===== src/hdl/binomial_coefficient_mod_prime_unit_defines.svh =====
// assertion macros for the binomial coefficient unit
// used by the top level; expects clk and rst in scope
`ifndef BINOMIAL_COEFFICIENT_MOD_PRIME_UNIT_DEFINES_SVH
`define BINOMIAL_COEFFICIENT_MOD_PRIME_UNIT_DEFINES_SVH
`ifndef SYNTHESIS
`define BCMP_ASSERT(lbl, prop, msg) \
  lbl: assert property (@(posedge clk) disable iff (rst) prop) else $error(msg);
`define BCMP_ASSERT_ALWAYS(lbl, prop, msg) \
  lbl: assert property (@(posedge clk) prop) else $error(msg);
`else
`define BCMP_ASSERT(lbl, prop, msg)
`define BCMP_ASSERT_ALWAYS(lbl, prop, msg)
`endif
`endif


===== src/hdl/bcmp_pkg.sv =====
// constants, types and montgomery helpers for the binomial coefficient unit
// no dependencies
`default_nettype none
package bcmp_pkg;
  localparam int TABLE_SIZE = 4096;
  localparam int ADDR_W = $clog2(TABLE_SIZE);
  localparam int VAL_W = 30;
  localparam int PROD_W = 2 * VAL_W;
  localparam int MONT_LAT = 4;

  localparam logic [VAL_W-1:0] PRIME = 30'd1000000009;
  // r mod p with r = 2^30
  localparam logic [VAL_W-1:0] R_MOD = 30'd73741815;
  // r^2 mod p
  localparam longint unsigned R2_L = (64'd1 << 60) % 64'd1000000009;
  localparam logic [VAL_W-1:0] R2_MOD = R2_L[VAL_W-1:0];
  localparam logic [VAL_W-1:0] EXP_INIT = PRIME - 30'd2;
  localparam logic [VAL_W-1:0] ONE = 30'd1;
  localparam logic [ADDR_W-1:0] LAST_IDX = ADDR_W'(TABLE_SIZE - 1);

  // -p^-1 mod 2^30 by newton iteration
  function automatic logic [VAL_W-1:0] mont_nprime();
    logic [VAL_W-1:0] x;
    x = PRIME;
    for (int k = 0; k < 5; k++) begin
      x = x * (30'd2 - PRIME * x);
    end
    return -x;
  endfunction

  localparam logic [VAL_W-1:0] NPRIME = mont_nprime();

  typedef enum logic [2:0] {
    ST_ZERO, ST_FACT, ST_CONV, ST_PMUL, ST_PSQR, ST_LAST, ST_INV, ST_RUN
  } init_state_t;
endpackage
`default_nettype wire


===== src/hdl/bcmp_mont.sv =====
// pipelined montgomery multiplier modulo the prime, r = 2^30, four stages
// depends on bcmp_pkg
`default_nettype none
module bcmp_mont import bcmp_pkg::*; (
  input  wire logic             clk,
  input  wire logic             rst,
  input  wire logic             in_valid,
  input  wire logic [VAL_W-1:0] a,
  input  wire logic [VAL_W-1:0] b,
  output logic                  out_valid,
  output logic      [VAL_W-1:0] res
);
  logic [MONT_LAT-2:0] v;
  logic [PROD_W-1:0] t1, t2, t3, mp3;
  logic [VAL_W-1:0] m2;
  logic [PROD_W:0] sum4;
  logic [VAL_W:0] u4;

  always_ff @(posedge clk) begin
    if (rst) begin
      v <= '0;
      out_valid <= 1'b0;
    end else begin
      v <= {v[MONT_LAT-3:0], in_valid};
      out_valid <= v[MONT_LAT-2];
    end
  end

  assign sum4 = {1'b0, t3} + {1'b0, mp3};
  assign u4 = sum4[PROD_W:VAL_W];

  always_ff @(posedge clk) begin
    t1 <= PROD_W'(a) * PROD_W'(b);
    t2 <= t1;
    m2 <= t1[VAL_W-1:0] * NPRIME;
    t3 <= t2;
    mp3 <= PROD_W'(m2) * PROD_W'(PRIME);
    res <= (u4 >= {1'b0, PRIME}) ? VAL_W'(u4 - {1'b0, PRIME}) : u4[VAL_W-1:0];
  end
endmodule
`default_nettype wire


===== config.mk =====
export PLATFORM = sky130hd
export DESIGN_NAME = bcmp_mont
export DESIGN_NICKNAME = d
export VERILOG_FILES = /design/src/hdl/binomial_coefficient_mod_prime_unit_defines.svh /design/src/hdl/bcmp_pkg.sv /design/src/hdl/bcmp_mont.sv
export SDC_FILE = /design/constraint.sdc
export NUM_CORES = 2
export LEC_CHECK = 0
export ABC_AREA = 1
export BUFFER_PORTS_ARGS = -buffer_cell sky130_fd_sc_hd__buf_4
export CAP_MARGIN = 30
export CORE_UTILIZATION = 43
export CTS_BUF_LIST = sky130_fd_sc_hd__clkbuf_16
export DETAILED_ROUTE_END_ITERATION = 7
export PLACE_DENSITY = 0.59
export SLEW_MARGIN = 20
export SYNTH_ARGS = -nofsm -noshare
export SYNTH_HDL_FRONTEND = slang
export SYNTH_SLANG_ARGS = --single-unit

===== constraint.sdc =====
create_clock -name clk -period 9.46 [get_ports clk]
set_input_delay 0.946 -clock clk [delete_from_list [all_inputs] [get_ports clk]]
set_output_delay 0.946 -clock clk [all_outputs]
set_load 0.05 [all_outputs]

==> impl_metrics.csv <==
group,metric,value,unit
logic_synthesis,synth-edff-count,0,
drt,drt_first_iter_violations,3052,
floorplanning,start_util,43.5,%
job,drv_cap,0,
logic_synthesis,syn_nets,10500,
floorplanning,dieHeight,397,µm
logic_synthesis,syn_avg_cell_area,8.05,µm²
clocking,cts.sink_count,302,
sta,final-hold-violation-count,0,
floorplanning,rows,144,
drt,drc,0,
worst_setup_path,startpoint,"b[4]",
worst_setup_path,cp_max_fo,30,
worst_setup_path,reg2reg_slack,1830,ps
clocking,numCtsBuffers,30,
sta,finalMaxSlewViolations,0,
clocking,cts_root_buf,"clkbuf_16",
grt,grt_overflow_total,0,
drt,final_antenna_net_count,0,
sta,fmax,0.129,GHz
sta,fin_tns_setup,0,ps
sta,rsz0062_at_grt,"no",
clocking,insertion_delay,620,ps
logic_synthesis,synthCells,8346,
logic_synthesis,synthFlopType,"dfxtp_1",
layout,synthToLayoutAreaGrowth,5.67,%
logic_synthesis,yosysSeqAreaShare,9.00,%
sta,worst_pin_slew,996,ps
grt,grt_pass1_vias,55200,
worst_setup_path,critPathCaptureType,"flop",
sta,period_needed,7760,ps
placed_design,place_congestion,0.971,
layout,drive_gt1_share,3.61,%
floorplanning,coreArea,155000,µm²
sta,max_slew_margin,33.5,%
logic_synthesis,ys_ff_latch,302,
min_path,hp-class,"reg -> reg",
status,status,"completed",
clocking,post_cts_buffers,0,
logic_synthesis,yosys_warnings,0,
worst_setup_path,path_class,"in -> reg",
grt,antenna_found_initial,2,
worst_setup_path,worstSetupStartpointType,"primary input",
clocking,cts.reportedPaths.clkPinSlew,70,ps
worst_setup_path,r2r-end,"mp3[45]",
worst_setup_path,cp.required,9980,ps
worst_setup_path,r2r_cells,26,
grt,track_usage,25.6,%
clocking,cts_max_path_buffers,3,
drt,firstDrtPassIters,7,
worst_setup_path,worstPathArrival,8280,ps
placed_design,numPortBuffers,93,
clocking,htreeDepth,1,
layout,nets,10500,
logic_synthesis,synth.cell_area,67200,µm²
clocking,cts_resized,0,
drt,routed_wirelength,197000,µm
floorplanning,die_width,397,µm
sta,finalSetupViolations,0,
worst_setup_path,endpoint,"t1[51]",
floorplanning,io_pins,94,
grt,grt_start_max_net_pins,46,
logic_synthesis,async_flop_share,0,%
sta,whs,303,ps
logic_synthesis,synth.distinct_cells,46,
sta,fin_crit_sh,82.0,%
clocking,postCtsHoldBufs,0,
drt,wl_per_cell,19.0,µm
worst_setup_path,timing.rr.start,"m2[10]",
drt,vias,50900,
floorplanning,die-area,158000,µm²
placed_design,dp_hpwl,167000,µm
drt,avgViaCountPerCell,4.90,
sta,skew,44.1,ps
grt,grt_pass1_wl,310000,µm
clocking,cts_tree,"done",
worst min-delay path by stage:
| stage | start | end | slack, ps | depth (start not counted) |
|---|---|---|---|---|
| floorplan | t1[30] | t2[30] | 310 | 0 |
| global placement | t1[34] | t2[34] | 310 | 0 |
| detailed placement | t2[15] | t3[15] | 310 | 0 |
| CTS | t1[35] | t2[35] | 300 | 0 |
| global route | t1[35] | t2[35] | 320 | 0 |
| finish | t1[35] | t2[35] | 300 | 0 |
stage by stage:
step	utilization [%]	cells	worst slack, ps	instance area [µm²]
2_1_floorplan	-	8346	2180	67200
3_3_place_gp	45.2	10300	1170	69800
3_5_place_dp	45.2	10300	1100	69900
4_1_cts	45.9	10400	1710	71000
5_1_grt	45.9	10400	1260	71000
6_report	45.9	10400	1700	71000
worst max-delay path, cell delays in order:
cell and delay (ps):
buf_4 420, nand2_1 110, inv_1 100, fa_1 450, fa_1 520, fa_1 510
inv_1 50, fa_1 480, inv_1 60, fa_1 500, inv_1 50, fa_1 540
inv_1 50, fa_1 470, inv_1 50, fa_1 490, inv_1 60, ha_1 370
a21oi_1 120, o21ai_0 240, a21oi_1 90, o211ai_1 650, a31oi_1 240, o21ai_0 370
nand2_1 90, nand2_1 80, xor2_1 140
cell families (layout without fill, tap and decap cells):
family / after synthesis / after routing / share of synthesized area (%)
xor+xnor: 188 / 188 / 2.45
flops: 302 / 302 / 9.00
compound gates: 445 / 445 / 3.79
buf+inv: 2813 / 2800 / 15.8
other cells: 0 / 1 / 0
fa+ha+maj: 2140 / 2140 / 54.2
simple gates: 2458 / 2458 / 14.8
synth_stat cells (4+ instances only):
| cell type | number | share of area [%] |
|---|---|---|
| o21a_1 | 14 | 0.16 |
| xor2_1 | 119 | 1.6 |
| ha_1 | 859 | 16 |
| o21ai_2 | 16 | 0.21 |
| nor4_1 | 7 | 0.065 |
| nand3_1 | 121 | 0.90 |
| nor2_2 | 25 | 0.23 |
| a21o_1 | 22 | 0.25 |
| nand4_1 | 56 | 0.52 |
| o21bai_1 | 14 | 0.16 |
| o21ai_0 | 97 | 0.72 |
| nor3_1 | 19 | 0.14 |
| a21oi_1 | 228 | 1.7 |
| a31oi_1 | 23 | 0.21 |
| nand3_2 | 9 | 0.13 |
| nor2_4 | 4 | 0.067 |
| clkbuf_1 | 181 | 1.0 |
| o221ai_1 | 7 | 0.091 |
| and2_1 | 5 | 0.047 |
| nand2_1 | 1892 | 11 |
| fa_1 | 1281 | 38 |
| o211ai_1 | 11 | 0.12 |
| xnor2_1 | 69 | 0.90 |
| nand2_2 | 50 | 0.47 |
| nor2_1 | 254 | 1.4 |
| inv_2 | 13 | 0.073 |
| inv_1 | 2612 | 15 |
| and3_1 | 4 | 0.037 |
| dfxtp_1 | 302 | 9.0 |
layout by cell type, fill, tap and decap left out, drive strengths merged:
cell type / count
o21bai: 14
bufinv: 4
diode: 1
o211ai: 11
ha: 859
buf: 119
nor4: 8
nor2: 283
inv: 2634
a221oi: 3
nand4: 56
a21oi: 229
a21boi: 3
o221ai: 7
a31o: 2
o21ai: 113
nand3: 131
nand2: 1945
xor2: 119
o31ai: 3
or2: 1
a31oi: 23
nand3b: 2
fa: 1281
o2111ai: 1
clkinv: 10
a21o: 22
clkinvlp: 3
dfxtp: 302
clkbuf: 30
and2: 5
nor3: 23
and3: 4
o21a: 14
xnor2: 69
layer usage:
metal	part of all wire, %	routed length [µm]	up-vias	track usage [%]
met5	0	0	-	0
met4	4.3	8480	0	9.43
met3	4.5	8950	328	2.01
met2	49	96700	1420	45.3
met1	42	82800	25200	32.5
li1	-	-	24000	-
flip-flops by register name, indices dropped and copies added, names as in the netlist:
signal     count
out_valid      1
mp3           60
t2            59
t1            60
t3            59
res           30
v              3
m2            30
cell type report:
cell class | count | area (µm²)
diodes | 1 | 2.50
clock buffers | 30 | 751
clock inverters | 26 | 317
fillers | 15600 | 83600
inverters | 2625 | 9850
multi-input cells | 5231 | 50500
flip-flops and latches | 302 | 6050
well taps | 2044 | 2560
repair buffers | 119 | 936
Power is not shown: default switching activity piles up to over one toggle a cycle in this logic, so the estimate is an artifact.
